==> config.mk <==
export PLATFORM = sky130hd
export DESIGN_NAME = sbus_differential_drive_mixer
export DESIGN_NICKNAME = d
export VERILOG_FILES = /design/src/design/sdm_pkg.sv /design/src/design/sdm_divider.sv /design/src/design/sdm_multiplier.sv /design/src/design/sbus_differential_drive_mixer.sv
export VERILOG_INCLUDE_DIRS = /design/src /design/src/design
export SDC_FILE = /design/constraint.sdc
export NUM_CORES = 1
export LEC_CHECK = 0
export BUFFER_PORTS_ARGS = -buffer_cell sky130_fd_sc_hd__buf_2
export CELL_PAD_IN_SITES_DETAIL_PLACEMENT = 1
export CELL_PAD_IN_SITES_GLOBAL_PLACEMENT = 1
export CORE_ASPECT_RATIO = 0.9
export CORE_MARGIN = 4
export CORE_UTILIZATION = 44
export DETAILED_ROUTE_END_ITERATION = 10
export GPL_TIMING_DRIVEN = 0
export HOLD_SLACK_MARGIN = 0.08
export PLACE_DENSITY = 0.8
export RECOVER_POWER = 25
export SYNTH_ARGS = -nofsm -noshare
export SYNTH_HDL_FRONTEND = slang
export SYNTH_SLANG_ARGS = --single-unit
==> constraint.sdc <==
create_clock -name clk -period 5.1 [get_ports clk]
set_clock_uncertainty 0.05 [all_clocks]
set_input_delay 0.765 -clock clk [delete_from_list [all_inputs] [get_ports clk]]
set_output_delay 0.765 -clock clk [all_outputs]
set_load 0.1 [all_outputs]
==> src/design/sbus_differential_drive_mixer_defines.svh <==
// assertion macros for the sbus mixer
`ifndef SBUS_DIFFERENTIAL_DRIVE_MIXER_DEFINES_SVH
`define SBUS_DIFFERENTIAL_DRIVE_MIXER_DEFINES_SVH
// implication checked every clock, off during reset
`define SDM_ASSERT_IMP(label, ante, cons) \
    label: assert property (@(posedge clk) disable iff (!rst_n) (ante) |-> (cons)) \
        else $error("assertion failed");
// next-cycle implication
`define SDM_ASSERT_NXT(label, ante, cons) \
    label: assert property (@(posedge clk) disable iff (!rst_n) (ante) |=> (cons)) \
        else $error("assertion failed");
`endif

==> src/design/sdm_pkg.sv <==
// package for the sbus mixer: widths, codes and reset values
`default_nettype none
package sdm_pkg;
    localparam int FULL_SCALE_DEF = 2048;
    localparam int RAW_W = 11;
    localparam int GAIN_SHIFT = 10;
    localparam logic [4:0] IDLE_COUNT = 5'd24;
    localparam logic [4:0] FLAGS_POS = 5'd23;
    localparam logic [2:0] REG_STEER_MIN = 3'd0;
    localparam logic [2:0] REG_STEER_MAX = 3'd1;
    localparam logic [2:0] REG_DRIVE_MIN = 3'd2;
    localparam logic [2:0] REG_DRIVE_MAX = 3'd3;
    localparam logic [2:0] REG_GAIN_MIN = 3'd4;
    localparam logic [2:0] REG_GAIN_MAX = 3'd5;
    localparam logic [10:0] RST_STEER_MIN = 11'd172;
    localparam logic [10:0] RST_STEER_MAX = 11'd1811;
    localparam logic [10:0] RST_DRIVE_MIN = 11'd160;
    localparam logic [10:0] RST_DRIVE_MAX = 11'd1792;
    localparam logic [10:0] RST_GAIN_MIN = 11'd172;
    localparam logic [10:0] RST_GAIN_MAX = 11'd1808;
endpackage
`default_nettype wire

==> src/design/sdm_divider.sv <==
// bit-serial restoring divider, one quotient bit per cycle
`default_nettype none
module sdm_divider #(
    parameter int NUM_W = 26,
    parameter int DEN_W = 11
) (
    input  wire logic             clk,
    input  wire logic             rst_n,
    input  wire logic             start,
    input  wire logic [NUM_W-1:0] num,
    input  wire logic [DEN_W-1:0] den,
    output logic                  done,
    output logic [NUM_W-1:0]      quot
);
    localparam int CNT_W = $clog2(NUM_W + 1);
    logic [NUM_W-1:0] q_reg;
    logic [DEN_W:0]   rem_reg;
    logic [DEN_W-1:0] den_reg;
    logic [CNT_W-1:0] cnt_reg;
    logic             busy_reg;
    logic [DEN_W:0]   trial;
    logic [DEN_W:0]   diff;
    assign trial = {rem_reg[DEN_W-1:0], q_reg[NUM_W-1]};
    assign diff  = trial - {1'b0, den_reg};
    assign quot  = q_reg;
    always_ff @(posedge clk or negedge rst_n)
    begin
        if (!rst_n)
        begin
            busy_reg <= 1'b0;
            done     <= 1'b0;
            cnt_reg  <= '0;
        end
        else
        begin
            done <= 1'b0;
            if (start)
            begin
                busy_reg <= 1'b1;
                q_reg    <= num;
                rem_reg  <= '0;
                den_reg  <= den;
                cnt_reg  <= CNT_W'(NUM_W);
            end
            else if (busy_reg)
            begin
                if (!diff[DEN_W])
                begin
                    rem_reg <= diff;
                    q_reg   <= {q_reg[NUM_W-2:0], 1'b1};
                end
                else
                begin
                    rem_reg <= trial;
                    q_reg   <= {q_reg[NUM_W-2:0], 1'b0};
                end
                cnt_reg <= cnt_reg - 1'b1;
                if (cnt_reg == CNT_W'(1))
                begin
                    busy_reg <= 1'b0;
                    done     <= 1'b1;
                end
            end
        end
    end
endmodule
`default_nettype wire

==> src/design/sdm_multiplier.sv <==
// serial shift-add signed by unsigned multiplier, one multiplier bit per cycle
`default_nettype none
module sdm_multiplier #(
    parameter int A_W = 14,
    parameter int B_W = 15
) (
    input  wire logic                  clk,
    input  wire logic                  rst_n,
    input  wire logic                  start,
    input  wire logic signed [A_W-1:0] a,
    input  wire logic [B_W-1:0]        b,
    output logic                       done,
    output logic signed [A_W+B_W-1:0]  prod
);
    localparam int CNT_W = $clog2(B_W + 1);
    logic signed [A_W+B_W-1:0] acc_reg;
    logic signed [A_W+B_W-1:0] a_reg;
    logic [B_W-1:0]            b_reg;
    logic [CNT_W-1:0]          cnt_reg;
    logic                      busy_reg;
    assign prod = acc_reg;
    always_ff @(posedge clk or negedge rst_n)
    begin
        if (!rst_n)
        begin
            busy_reg <= 1'b0;
            done     <= 1'b0;
            cnt_reg  <= '0;
        end
        else
        begin
            done <= 1'b0;
            if (start)
            begin
                busy_reg <= 1'b1;
                acc_reg  <= '0;
                a_reg    <= (A_W+B_W)'(a);
                b_reg    <= b;
                cnt_reg  <= CNT_W'(B_W);
            end
            else if (busy_reg)
            begin
                if (b_reg[0])
                    acc_reg <= acc_reg + a_reg;
                a_reg   <= a_reg <<< 1;
                b_reg   <= b_reg >> 1;
                cnt_reg <= cnt_reg - 1'b1;
                if (cnt_reg == CNT_W'(1))
                begin
                    busy_reg <= 1'b0;
                    done     <= 1'b1;
                end
            end
        end
    end
endmodule
`default_nettype wire

==> src/design/sbus_differential_drive_mixer.sv <==
// top level: sbus frame decode, serial calibration and differential mixing
// usage:
//   input channel: frame_byte and frame_start with in_valid / in_stall.
//   frame_start marks the header byte and restarts the byte count. bytes
//   1..5 carry channels 0..2; byte 23 (flags) closes the frame and yields
//   one result item; all other bytes yield nothing.
//   output channel: duty values, direction pins and both flags with
//   out_valid / out_stall. a result is held in the output register until taken.
// sequence:
//   on the flags byte, three calibrations run in turn through one bit-serial
//   divider, then two products through one serial multiplier; then the duty
//   and pin registers are loaded and out_valid is raised. other bytes are
//   taken without a calculation. the shared divider and multiplier keep one
//   item in flight: no new byte is taken until the result is taken.
// reset: byte count idles at 24, duties and pins are cleared, registers take
//   their reset calibration values, no result is pending.
// stall: in_stall stays high while a frame is computed or a result waits.
`include "sbus_differential_drive_mixer_defines.svh"
`default_nettype none
module sbus_differential_drive_mixer (
    input  wire logic        clk,
    input  wire logic        rst_n,
    input  wire logic        psel,
    input  wire logic        penable,
    input  wire logic        pwrite,
    input  wire logic [4:0]  paddr,
    input  wire logic [31:0] pwdata,
    output logic [31:0]      prdata,
    output logic             pready,
    input  wire logic        in_valid,
    output logic             in_stall,
    input  wire logic [7:0]  frame_byte,
    input  wire logic        frame_start,
    output logic             out_valid,
    input  wire logic        out_stall,
    output logic [11:0]      left_duty,
    output logic             left_forward,
    output logic             left_backward,
    output logic [11:0]      right_duty,
    output logic             right_forward,
    output logic             right_backward,
    output logic             lost_frame,
    output logic             fail_safe
);
    localparam int FULL_SCALE = sdm_pkg::FULL_SCALE_DEF;
    localparam int FS_W  = $clog2(FULL_SCALE) + 1;       // holds FULL_SCALE
    localparam int SH    = $clog2(FULL_SCALE);
    localparam int NUM_W = sdm_pkg::RAW_W + SH;           // (raw-min)*FULL_SCALE
    localparam int SUM_W = FS_W + 2;                      // signed mixer sum
    localparam int PRD_W = SUM_W + FS_W;
    localparam logic signed [PRD_W-1:0] FS_POS = PRD_W'(FULL_SCALE);
    localparam logic signed [PRD_W-1:0] FS_NEG = -PRD_W'(FULL_SCALE);

    typedef enum logic [3:0] {
        S_IDLE, S_DIV0, S_WAIT0, S_DIV1, S_WAIT1, S_DIV2, S_WAIT2,
        S_MUL0, S_WAITM0, S_MUL1, S_WAITM1, S_OUT
    } state_t;

    state_t state_reg;
    logic [10:0] cfg_reg [6];
    logic [4:0]  count_reg;
    logic [7:0]  bytes_reg [5];
    logic [11:0] ld_reg, rd_reg;
    logic [1:0]  lp_reg, rp_reg;
    logic        lost_reg, fs_reg, ov_reg;
    logic [FS_W-1:0] c_reg [3];
    logic signed [PRD_W-1:0] lpow_reg;

    // config port
    logic [2:0] widx;
    assign widx = paddr[4:2];
    assign pready = 1'b1;
    always_comb
    begin
        prdata = '0;
        if (widx < 3'd6)
            prdata = {21'd0, cfg_reg[widx]};
    end
    always_ff @(posedge clk or negedge rst_n)
    begin
        if (!rst_n)
        begin
            cfg_reg[sdm_pkg::REG_STEER_MIN] <= sdm_pkg::RST_STEER_MIN;
            cfg_reg[sdm_pkg::REG_STEER_MAX] <= sdm_pkg::RST_STEER_MAX;
            cfg_reg[sdm_pkg::REG_DRIVE_MIN] <= sdm_pkg::RST_DRIVE_MIN;
            cfg_reg[sdm_pkg::REG_DRIVE_MAX] <= sdm_pkg::RST_DRIVE_MAX;
            cfg_reg[sdm_pkg::REG_GAIN_MIN]  <= sdm_pkg::RST_GAIN_MIN;
            cfg_reg[sdm_pkg::REG_GAIN_MAX]  <= sdm_pkg::RST_GAIN_MAX;
        end
        else if (psel && penable && pwrite && widx < 3'd6)
            cfg_reg[widx] <= pwdata[10:0];
    end

    // raw channel unpack
    logic [10:0] raw [3];
    assign raw[0] = {bytes_reg[1][2:0], bytes_reg[0]};
    assign raw[1] = {bytes_reg[2][5:0], bytes_reg[1][7:3]};
    assign raw[2] = {bytes_reg[4][0], bytes_reg[3], bytes_reg[2][7:6]};

    // calibration through one shared divider
    logic [1:0] ch_sel;
    logic [10:0] lo, hi;
    logic div_start, div_done;
    logic [NUM_W-1:0] quot;
    logic bad_cal;
    always_comb
    begin
        case (state_reg)
            S_DIV1, S_WAIT1: ch_sel = 2'd1;
            S_DIV2, S_WAIT2: ch_sel = 2'd2;
            default:         ch_sel = 2'd0;
        endcase
    end
    assign lo = cfg_reg[{ch_sel, 1'b0}];
    assign hi = cfg_reg[{ch_sel, 1'b1}];
    assign bad_cal = (hi <= lo) || (raw[ch_sel] <= lo);
    assign div_start = (state_reg == S_DIV0) || (state_reg == S_DIV1)
                    || (state_reg == S_DIV2);
    sdm_divider #(.NUM_W(NUM_W), .DEN_W(sdm_pkg::RAW_W)) u_div (
        .clk(clk), .rst_n(rst_n), .start(div_start),
        .num({raw[ch_sel] - lo, {SH{1'b0}}}), .den(hi - lo),
        .done(div_done), .quot(quot)
    );
    logic [FS_W-1:0] cal_val;
    always_comb
    begin
        if (bad_cal)
            cal_val = '0;
        else if (quot > NUM_W'(FULL_SCALE))
            cal_val = FS_W'(FULL_SCALE);
        else
            cal_val = quot[FS_W-1:0];
    end

    // mixing through one shared multiplier
    logic signed [SUM_W-1:0] c0s, c1s, mix_a;
    logic mul_start, mul_done;
    logic signed [PRD_W-1:0] prod, pow, pclamp;
    assign c0s = SUM_W'(c_reg[0]);
    assign c1s = SUM_W'(c_reg[1]);
    assign mix_a = (state_reg == S_MUL0 || state_reg == S_WAITM0)
                 ? (c1s + c0s - SUM_W'(FULL_SCALE)) : (c1s - c0s);
    assign mul_start = (state_reg == S_MUL0) || (state_reg == S_MUL1);
    sdm_multiplier #(.A_W(SUM_W), .B_W(FS_W)) u_mul (
        .clk(clk), .rst_n(rst_n), .start(mul_start), .a(mix_a), .b(c_reg[2]),
        .done(mul_done), .prod(prod)
    );
    // truncate toward zero on the gain divide
    assign pow = (prod < 0) ? -((-prod) >>> sdm_pkg::GAIN_SHIFT)
                            : (prod >>> sdm_pkg::GAIN_SHIFT);
    assign pclamp = (pow > FS_POS) ? FS_POS : ((pow < FS_NEG) ? FS_NEG : pow);

    logic in_acc, out_acc;
    assign in_acc  = in_valid && !in_stall;
    assign out_acc = ov_reg && !out_stall;
    assign in_stall = (state_reg != S_IDLE) || ov_reg;
    logic [4:0] cnt_inc;
    assign cnt_inc = count_reg + 5'd1;
    logic signed [PRD_W-1:0] rneg, lneg;
    assign lneg = -lpow_reg;
    assign rneg = -pclamp;

    always_ff @(posedge clk or negedge rst_n)
    begin
        if (!rst_n)
        begin
            state_reg <= S_IDLE;
            count_reg <= sdm_pkg::IDLE_COUNT;
            ld_reg <= '0;
            rd_reg <= '0;
            lp_reg <= '0;
            rp_reg <= '0;
            ov_reg <= 1'b0;
            lost_reg <= 1'b0;
            fs_reg <= 1'b0;
        end
        else
        begin
            if (out_acc)
                ov_reg <= 1'b0;
            case (state_reg)
                S_IDLE:
                begin
                    if (in_acc)
                    begin
                        if (frame_start)
                            count_reg <= '0;
                        else if (count_reg < sdm_pkg::IDLE_COUNT)
                        begin
                            count_reg <= cnt_inc;
                            if (cnt_inc >= 5'd1 && cnt_inc <= 5'd5)
                                bytes_reg[cnt_inc[2:0] - 3'd1] <= frame_byte;
                            if (cnt_inc == sdm_pkg::FLAGS_POS)
                            begin
                                lost_reg  <= frame_byte[2];
                                fs_reg    <= frame_byte[3];
                                state_reg <= S_DIV0;
                            end
                        end
                    end
                end
                S_DIV0: state_reg <= S_WAIT0;
                S_WAIT0:
                    if (div_done)
                    begin
                        c_reg[0] <= cal_val;
                        state_reg <= S_DIV1;
                    end
                S_DIV1: state_reg <= S_WAIT1;
                S_WAIT1:
                    if (div_done)
                    begin
                        c_reg[1] <= cal_val;
                        state_reg <= S_DIV2;
                    end
                S_DIV2: state_reg <= S_WAIT2;
                S_WAIT2:
                    if (div_done)
                    begin
                        c_reg[2] <= cal_val;
                        state_reg <= S_MUL0;
                    end
                S_MUL0: state_reg <= S_WAITM0;
                S_WAITM0:
                    if (mul_done)
                    begin
                        lpow_reg <= pclamp;
                        state_reg <= S_MUL1;
                    end
                S_MUL1: state_reg <= S_WAITM1;
                S_WAITM1:
                    if (mul_done)
                    begin
                        if (lost_reg)
                        begin
                            ld_reg <= '0;
                            rd_reg <= '0;
                        end
                        else
                        begin
                            if (lpow_reg > 0)
                            begin
                                lp_reg <= 2'b01;
                                ld_reg <= lpow_reg[11:0];
                            end
                            else if (lpow_reg < 0)
                            begin
                                lp_reg <= 2'b10;
                                ld_reg <= lneg[11:0];
                            end
                            if (pclamp > 0)
                            begin
                                rp_reg <= 2'b01;
                                rd_reg <= pclamp[11:0];
                            end
                            else if (pclamp < 0)
                            begin
                                rp_reg <= 2'b10;
                                rd_reg <= rneg[11:0];
                            end
                        end
                        state_reg <= S_OUT;
                    end
                S_OUT:
                begin
                    ov_reg <= 1'b1;
                    state_reg <= S_IDLE;
                end
                default: state_reg <= S_IDLE;
            endcase
        end
    end

    assign out_valid      = ov_reg;
    assign left_duty      = ld_reg;
    assign left_forward   = lp_reg[0];
    assign left_backward  = lp_reg[1];
    assign right_duty     = rd_reg;
    assign right_forward  = rp_reg[0];
    assign right_backward = rp_reg[1];
    assign lost_frame     = lost_reg;
    assign fail_safe      = fs_reg;

    `SDM_ASSERT_IMP(a_no_accept_busy, state_reg != S_IDLE, in_stall)
    `SDM_ASSERT_IMP(a_pins_exclusive, 1'b1, !(lp_reg == 2'b11) && !(rp_reg == 2'b11))
    `SDM_ASSERT_NXT(a_out_after_mix, state_reg == S_OUT, ov_reg)
endmodule
`default_nettype wire

==> results of run 1 <==
==> cell usage after synthesis (37+ instances only) <==
master      n
a21oi_1   111
clkbuf_1   70
dfrtp_1    94
edfxtp_1  203
ha_1      104
inv_1     114
mux2_2     76
mux2i_1    75
nand2_1   209
nand3_1    40
nor2_1    150
nor3_1     37
o21ai_0   123
xnor2_1    51
==> through the flow <==
stage	instances	hold slack (ns)	instance area, um2	setup slack [ns]
2_1_floorplan	1920	0.4194	19330	0.02412
3_3_place_gp	2546	0.4101	20380	-1.772
3_5_place_dp	2551	0.4275	20500	-1.925
4_1_cts	2651	0.3380	22370	-0.02949
5_1_grt	2672	0.3680	22650	-0.09094
6_report	2672	0.3724	22650	0.1267
==> worst register-to-register path, cell delays in order (launching register included) <==
cell and delay [ns]:
edfxtp_1 0.39, or4_4 0.56, buf_8 0.15, nor3_4 0.21, xnor2_2 0.16, inv_2 0.07
ha_4 0.17, o21a_1 0.12, or3_4 0.39, o32ai_4 0.24, nand2b_4 0.18, nand4_1 0.17
ha_4 0.35, inv_4 0.04, o221ai_4 0.09, nor2_4 0.06, inv_2 0.11, ha_4 0.15
and3_4 0.18, and2_4 0.15, nand4_1 0.16, o21a_4 0.22, a31oi_4 0.16, mux2i_1 0.23
o21ai_1 0.09
==> path summary, 6_finish.rpt <==
| path | endpoint | cells past startpoint |
|---|---|---|
| min in group asynchronous | cfg_reg[17]$_DFFE_PN0P_ | 2 |
| hold / removal | count_reg[4]$_DFFE_PN1P_ | 2 |
| max in group asynchronous | right_duty[8]$_DFFE_PN0P_ | 3 |
| setup reg to reg | right_duty[6]$_DFFE_PN0P_ | 24 |
| hold reg to reg | left_duty[0]$_DFFE_PN0P_ | 2 |
| setup / recovery | right_duty[6]$_DFFE_PN0P_ | 24 |
==> power groups by stage <==
| stage | clock network, W | registers, W | logic, W |
|---|---|---|---|
| 2_1_floorplan | 0 | 0.00313 | 0.000977 |
| 3_3_place_gp | 0 | 0.00316 | 0.00123 |
| 3_5_place_dp | 0 | 0.00318 | 0.00129 |
| 4_1_cts | 0.00274 | 0.00313 | 0.00141 |
| 5_1_grt | 0.00285 | 0.00315 | 0.00158 |
| 6_report | 0.00268 | 0.00313 | 0.00146 |
==> per-layer routing <==
metal	global-route usage (%)	share of wire [%]	wire length [um]	vias up
li1	-	-	-	7179
met2	41.13	49	27590	397
met4	5.728	2.0	1153	0
met3	3.501	4.7	2654	94
met1	31.16	44	25080	7832
met5	0	0	0	-
==> cell type report <==
| cell class | count | area [um2] | area share, % |
|---|---|---|---|
| multi-input combinational | 1374 | 9743 | 43.01 |
| sequential | 322 | 9107 | 40.21 |
| timing repair buffer | 133 | 899.6 | 3.972 |
| clock inverter | 20 | 205.2 | 0.9059 |
| tap | 555 | 694.4 | 3.066 |
| clock buffer | 48 | 1007 | 4.447 |
| inverter | 115 | 434.2 | 1.917 |
| buffer | 105 | 560.5 | 2.475 |
==> cell families (layout without fill, tap and decap cells) <==
group           Yosys count  in the layout
simple gates            602            602
compound gates          402            402
flops                   322            322
buf+inv                 224            421
mux                     154            154
fa+ha+maj               110            110
xor+xnor                 84             84
other cells               2             22
==> repair_timing <==
action,in CTS,in global routing
setup endpoints to repair,59,50
gates cloned,1,0
setup buffers,32,23
hold endpoints to repair,27,0
resized for setup,89,45
pin swaps,23,29
hold buffers,1,0
==> results.json, run 1 <==
{
  "leakagePower_nw": 9.671,
  "layout.nets": 2251,
  "ys_types": 82,
  "critPathCaptureType": "register",
  "first_global_vias": 16341,
  "r2r_start": "u_mul.prod[4]$_SDFFCE_PN0P_",
  "critPathSlowestCell": "or4_4",
  "netSwitchingPower_w": 0.002159,
  "largest_register_ffs": 66,
  "post-synth-top-area-fraction_pct": 31.69,
  "arrival_ns": 5.36,
  "fin_crit_sh_pct": 97.52,
  "async_flop_share_pct": 36.96,
  "core_um2": 43060,
  "cts_root_buf": "clkbuf_16",
  "total_power_w": 0.007274,
  "syn_area_per_cell_um2": 10.13,
  "die_area_um2": 47140,
  "path_cells": "or4_4 -> buf_8 -> nor3_4 -> xnor2_2 -> inv_2 -> ha_4 -> o21a_1 -> or3_4 -> o32ai_4 -> nand2b_4 -> nand4_1 -> ha_4 -> inv_4 -> o221ai_4 -> nor2_4 -> inv_2 -> ha_4 -> and3_4 -> and2_4 -> nand4_1 -> o21a_4 -> a31oi_4 -> mux2i_1 -> o21ai_1",
  "gp_congestion": 0.9041,
  "p_per_area_nw_per_um2": 321.1,
  "path_max_fanout": 8,
  "max_stage_delay_ns": 0.56,
  "synth.area.top_cells": "edfxtp_1 32%, dfrtp_1 12%, ha_1 6.8%",
  "ir_drop_mv": 0.3482,
  "synth_cells": 1900,
  "drt-initial-drc-count": 1158,
  "yosys.area_share.adder_pct": 7.388,
  "p_sw_share_pct": 29.68,
  "cts_tree": "built",
  "synth-seq-cells": 322,
  "grt_overflow_total": 0,
  "clk_path_buf_depth": 3,
  "cp_data_required_time_ns": 5.49,
  "start_kind": "register",
  "ys_seq_area_share_pct": 47.33,
  "cap_violations": 0,
  "worst_slew_margin_rel_pct": 25.30,
  "start_util_pct": 44.68,
  "outcome": "completed",
  "htree_levels": 2,
  "syn2layout_area_growth_pct": 17.74,
  "fp-row-count": 72,
  "synth-simple-area-share_pct": 15.00,
  "synth_edf_count": 203,
  "worst-setup-path-type": "reg2reg",
  "insertion_delay_ns": 0.56,
  "final_common_cell": "nand2_1",
  "final_cell_mix": "207 x nand2_1, 203 x edfxtp_1, 141 x nor2_1",
  "port_buffers": 71,
  "p_int_w": 0.005115,
  "synthMuxAreaShare_pct": 8.702,
  "clkSlewWorstSetupHoldPaths_ns": 0.06,
  "fin_util_pct": 52.60,
  "grtUsageTotal_pct": 23.56,
  "die_w_um": 228.4,
  "setup_viol": 0,
  "via_count": 15502,
  "crit_family": "simple AND/OR/NAND/NOR gates",
  "num_antenna_cells": 0,
  "dp_hpwl_mm": 40.34,
  "synth_compound_area_share_pct": 12.86,
  "cts.sinks": 322,
  "syn-cell-area_um2": 19240,
  "yosysTopAreaCell": "edfxtp_1",
  "synthFlopType": "edfxtp_1",
  "routed_wl_mm": 56.48,
  "antenna_found_initial": 0,
  "ys_warn_count": 0,
  "grt_max_degree": 124,
  "drive_gt1_share_pct": 19.65,
  "grt_pass1_wl_mm": 89.85,
  "finalCriticalPeriod_ns": 4.973,
  "avgViaCountPerCell": 5.802,
  "fmax_mhz": 201.1,
  "p_seq_share_pct": 43.1,
  "cts_made_buffers": 37,
  "fill_cells": 4757,
  "drt_first_pass_iters": 5,
  "fin_tns_setup_ns": 0,
  "combPwrFrac_pct": 20.0,
  "synthXorXnorAreaFrac_pct": 3.824,
  "fp.dieH_um": 206.4,
  "tightestPinTransition_ns": 1.118,
  "r2r_slack_ns": 0.13,
  "min-delay-start": "frame_start",
  "antenna_left": 0,
  "hold_viol": 0,
  "crit_path_start": "u_mul.prod[4]$_SDFFCE_PN0P_",
  "route.detailed.drc": 0,
  "slew_violations": 0,
  "crit_path_frequent_cell": "ha_4",
  "holdCritPathClass": "in2reg",
  "ios": 118,
  "wl_per_cell_um": 21.14,
  "crit_buf_inv": 4,
  "pwr-share-clk_pct": 36.9,
  "synth_top_family_by_area": "simple AND/OR/NAND/NOR gates"
}
No activity file was read; power rests on OpenSTA's default activity.
==> inputs of run 2 (changes only) <==
Settings changed: PLACE_DENSITY 0.8 to not set, PLACE_DENSITY_LB_ADDON set to 0.1.
==> results.json, run 2 (synthesis gave the netlist of run 1 again) <==
{
  "avgViaCountPerCell": 5.555,
  "crit_path_frequent_cell": "buf_6",
  "via_count": 14875,
  "worst-setup-path-type": "reg2reg",
  "p_sw_share_pct": 28.50,
  "antenna_left": 0,
  "max_stage_delay_ns": 0.56,
  "final_cell_mix": "203 x edfxtp_1, 199 x nand2_1, 143 x nor2_1",
  "cap_violations": 1,
  "finalCriticalPeriod_ns": 5.185,
  "use_met3_pct": 3.115,
  "path_max_fanout": 7,
  "syn2layout_area_growth_pct": 18.29,
  "gp_congestion": 0.8339,
  "core_um2": 43060,
  "p_seq_share_pct": 42.9,
  "critPathCaptureType": "register",
  "fp-row-count": 72,
  "layout.nets": 2256,
  "drive_gt1_share_pct": 20.45,
  "worst_r2r_path_depth": 26,
  "critPathSlowestCell": "or4_4",
  "holdCritPathClass": "in2async",
  "dp_hpwl_mm": 39.42,
  "hold_viol": 0,
  "grt_pass1_wl_mm": 86.18,
  "arrival_ns": 5.57,
  "antenna_found_initial": 0,
  "setup_viol": 11,
  "start_kind": "register",
  "worst_slew_margin_rel_pct": -62.43,
  "busiest_layer": "met2",
  "crit_family": "simple AND/OR/NAND/NOR gates",
  "p_per_area_nw_per_um2": 320.5,
  "start_util_pct": 44.68,
  "crit_buf_inv": 6,
  "fp.dieH_um": 206.4,
  "routed_wl_mm": 53.75,
  "cts_made_buffers": 38,
  "fin_crit_sh_pct": 101.7,
  "pwr-share-clk_pct": 37.8,
  "drt-initial-drc-count": 878,
  "wl_per_cell_um": 20.07,
  "cp_num_cells": 26,
  "largest_register_ffs": 66,
  "postCtsHoldBufs": 0,
  "clkSlewWorstSetupHoldPaths_ns": 0.06,
  "cts_tree": "built",
  "route.detailed.drc": 0,
  "holdWs_ns": 0.1403,
  "layout_setup_ws_ns": -0.08502,
  "final_common_cell": "edfxtp_1",
  "port_buffers": 71,
  "use_met1_pct": 31.83,
  "cp_data_required_time_ns": 5.48,
  "outcome": "complete, but fails checks",
  "netSwitchingPower_w": 0.002079,
  "grtUsageTotal_pct": 22.67,
  "ios": 118,
  "ir_drop_mv": 0.3340,
  "grt_overflow_total": 0,
  "cts_root_buf": "clkbuf_16",
  "fin_tns_setup_ns": -0.6173,
  "leakagePower_nw": 9.725,
  "grt_max_degree": 96,
  "cts.sinks": 322,
  "drt_first_pass_iters": 5,
  "first_global_vias": 15694,
  "final-seq-area_um2": 9107,
  "violations": "capacitance limit, slew limit, setup timing",
  "die_area_um2": 47140,
  "rsz0062_at_grt": "true",
  "clk_path_buf_depth": 3,
  "tightestPinTransition_ns": 2.436,
  "die_w_um": 228.4,
  "fmax_mhz": 192.9,
  "slew_violations": 96,
  "htree_levels": 2,
  "met2_usage_pct": 37.56,
  "fin_util_pct": 52.85,
  "combPwrFrac_pct": 19.3,
  "insertion_delay_ns": 0.55,
  "p_int_w": 0.005215,
  "fill_cells": 4755,
  "multi_input_area_um2": 9784
}
[run 2: cell types whose count changed in the layout (fill, tap and decap cells not counted), moves of 2 or more]
| cell | previous run | this run |
|---|---|---|
| nand2_1 | 207 | 199 |
| buf_4 | 75 | 80 |
| nand2_2 | 2 | 7 |
| o21ai_1 | 19 | 14 |
| clkbuf_16 | 37 | 40 |
| nand2_4 | 0 | 3 |
| o21ai_2 | 4 | 7 |
| buf_16 | 2 | 0 |
| clkinv_8 | 2 | 0 |
| nor2_1 | 141 | 143 |
[run 2: worst paths after layout]
path / start / end / slack [ns]
max: u_mul.prod[7]$_SDFFCE_PN0P_ / right_duty[6]$_DFFE_PN0P_ / -0.09
min: rst_n / u_div.cnt_reg[0]$_DFFE_PN0N_ / 0.14
max reg2reg: u_mul.prod[7]$_SDFFCE_PN0P_ / right_duty[6]$_DFFE_PN0P_ / -0.09
min reg2reg: right_duty[1]$_DFFE_PN0P_ / right_duty[1]$_DFFE_PN0P_ / 0.42
max in group asynchronous: rst_n / state_reg[1]$_DFFE_PN0P_ / 1.96
min in group clk: frame_start / count_reg[4]$_DFFE_PN1P_ / 0.36
[run 2: cell type report]
type                       count  area share, %
antenna                        1        0.01100
buffer                       107          2.595
clock buffer                  51          4.706
clock inverter                18         0.8412
inverter                     115          1.908
multi-input combinational   1374          42.99
sequential                   322          40.02
tap                          555          3.051
timing repair buffer         135          3.876
[run 2: routing by layer]
layer | up-vias | part of all wire, %
met2 | 220 | 47
met3 | 65 | 3.9
met4 | 0 | 1.7
li1 | 7175 | -
met5 | - | 0
met1 | 7415 | 48
[run 2: power groups by stage]
stage               clock [W]  sequential, W  combinational [W]
global placement            0        0.00317            0.00124
finish                0.00276        0.00313            0.00141
floorplan                   0        0.00313           0.000977
global route          0.00294        0.00315            0.00154
CTS                   0.00283        0.00313            0.00137
detailed placement          0        0.00317            0.00129
[run 2: through the flow]
step	total power [W]	cell area (um2)	setup WS, ns	std cells
2_1_floorplan	0.004105	19330	0.02412	1920
3_3_place_gp	0.004408	20380	-1.691	2546
3_5_place_dp	0.004464	20480	-1.875	2551
4_1_cts	0.007326	22420	0.001333	2653
5_1_grt	0.007635	22760	-0.2748	2677
6_report	0.007293	22760	-0.08502	2678
[run 2: worst register-to-register path, stage by stage (launching register included)]
cell and delay [ns]:
edfxtp_1 0.42, or4_4 0.56, buf_6 0.15, nor3_4 0.22, xnor2_2 0.15, inv_2 0.07, ha_4 0.17, o21a_1 0.13
or3_4 0.36, o32ai_4 0.24, nand2b_4 0.18, nand4_1 0.12, ha_1 0.33, buf_6 0.10, inv_4 0.03, o221ai_4 0.06
buf_6 0.16, nor2_4 0.04, inv_2 0.10, ha_4 0.15, and3_4 0.18, and2_4 0.14, nand4_1 0.16, o21a_4 0.21
a31oi_4 0.19, mux2i_2 0.31, o21ai_1 0.09
[run 2: what timing repair did]
item | CTS | global route
gates cloned | 0 | 1
resized for setup | 95 | 51
endpoints found under the setup margin | 57 | 50
pin swaps | 24 | 22
buffers inserted | 36 | 23
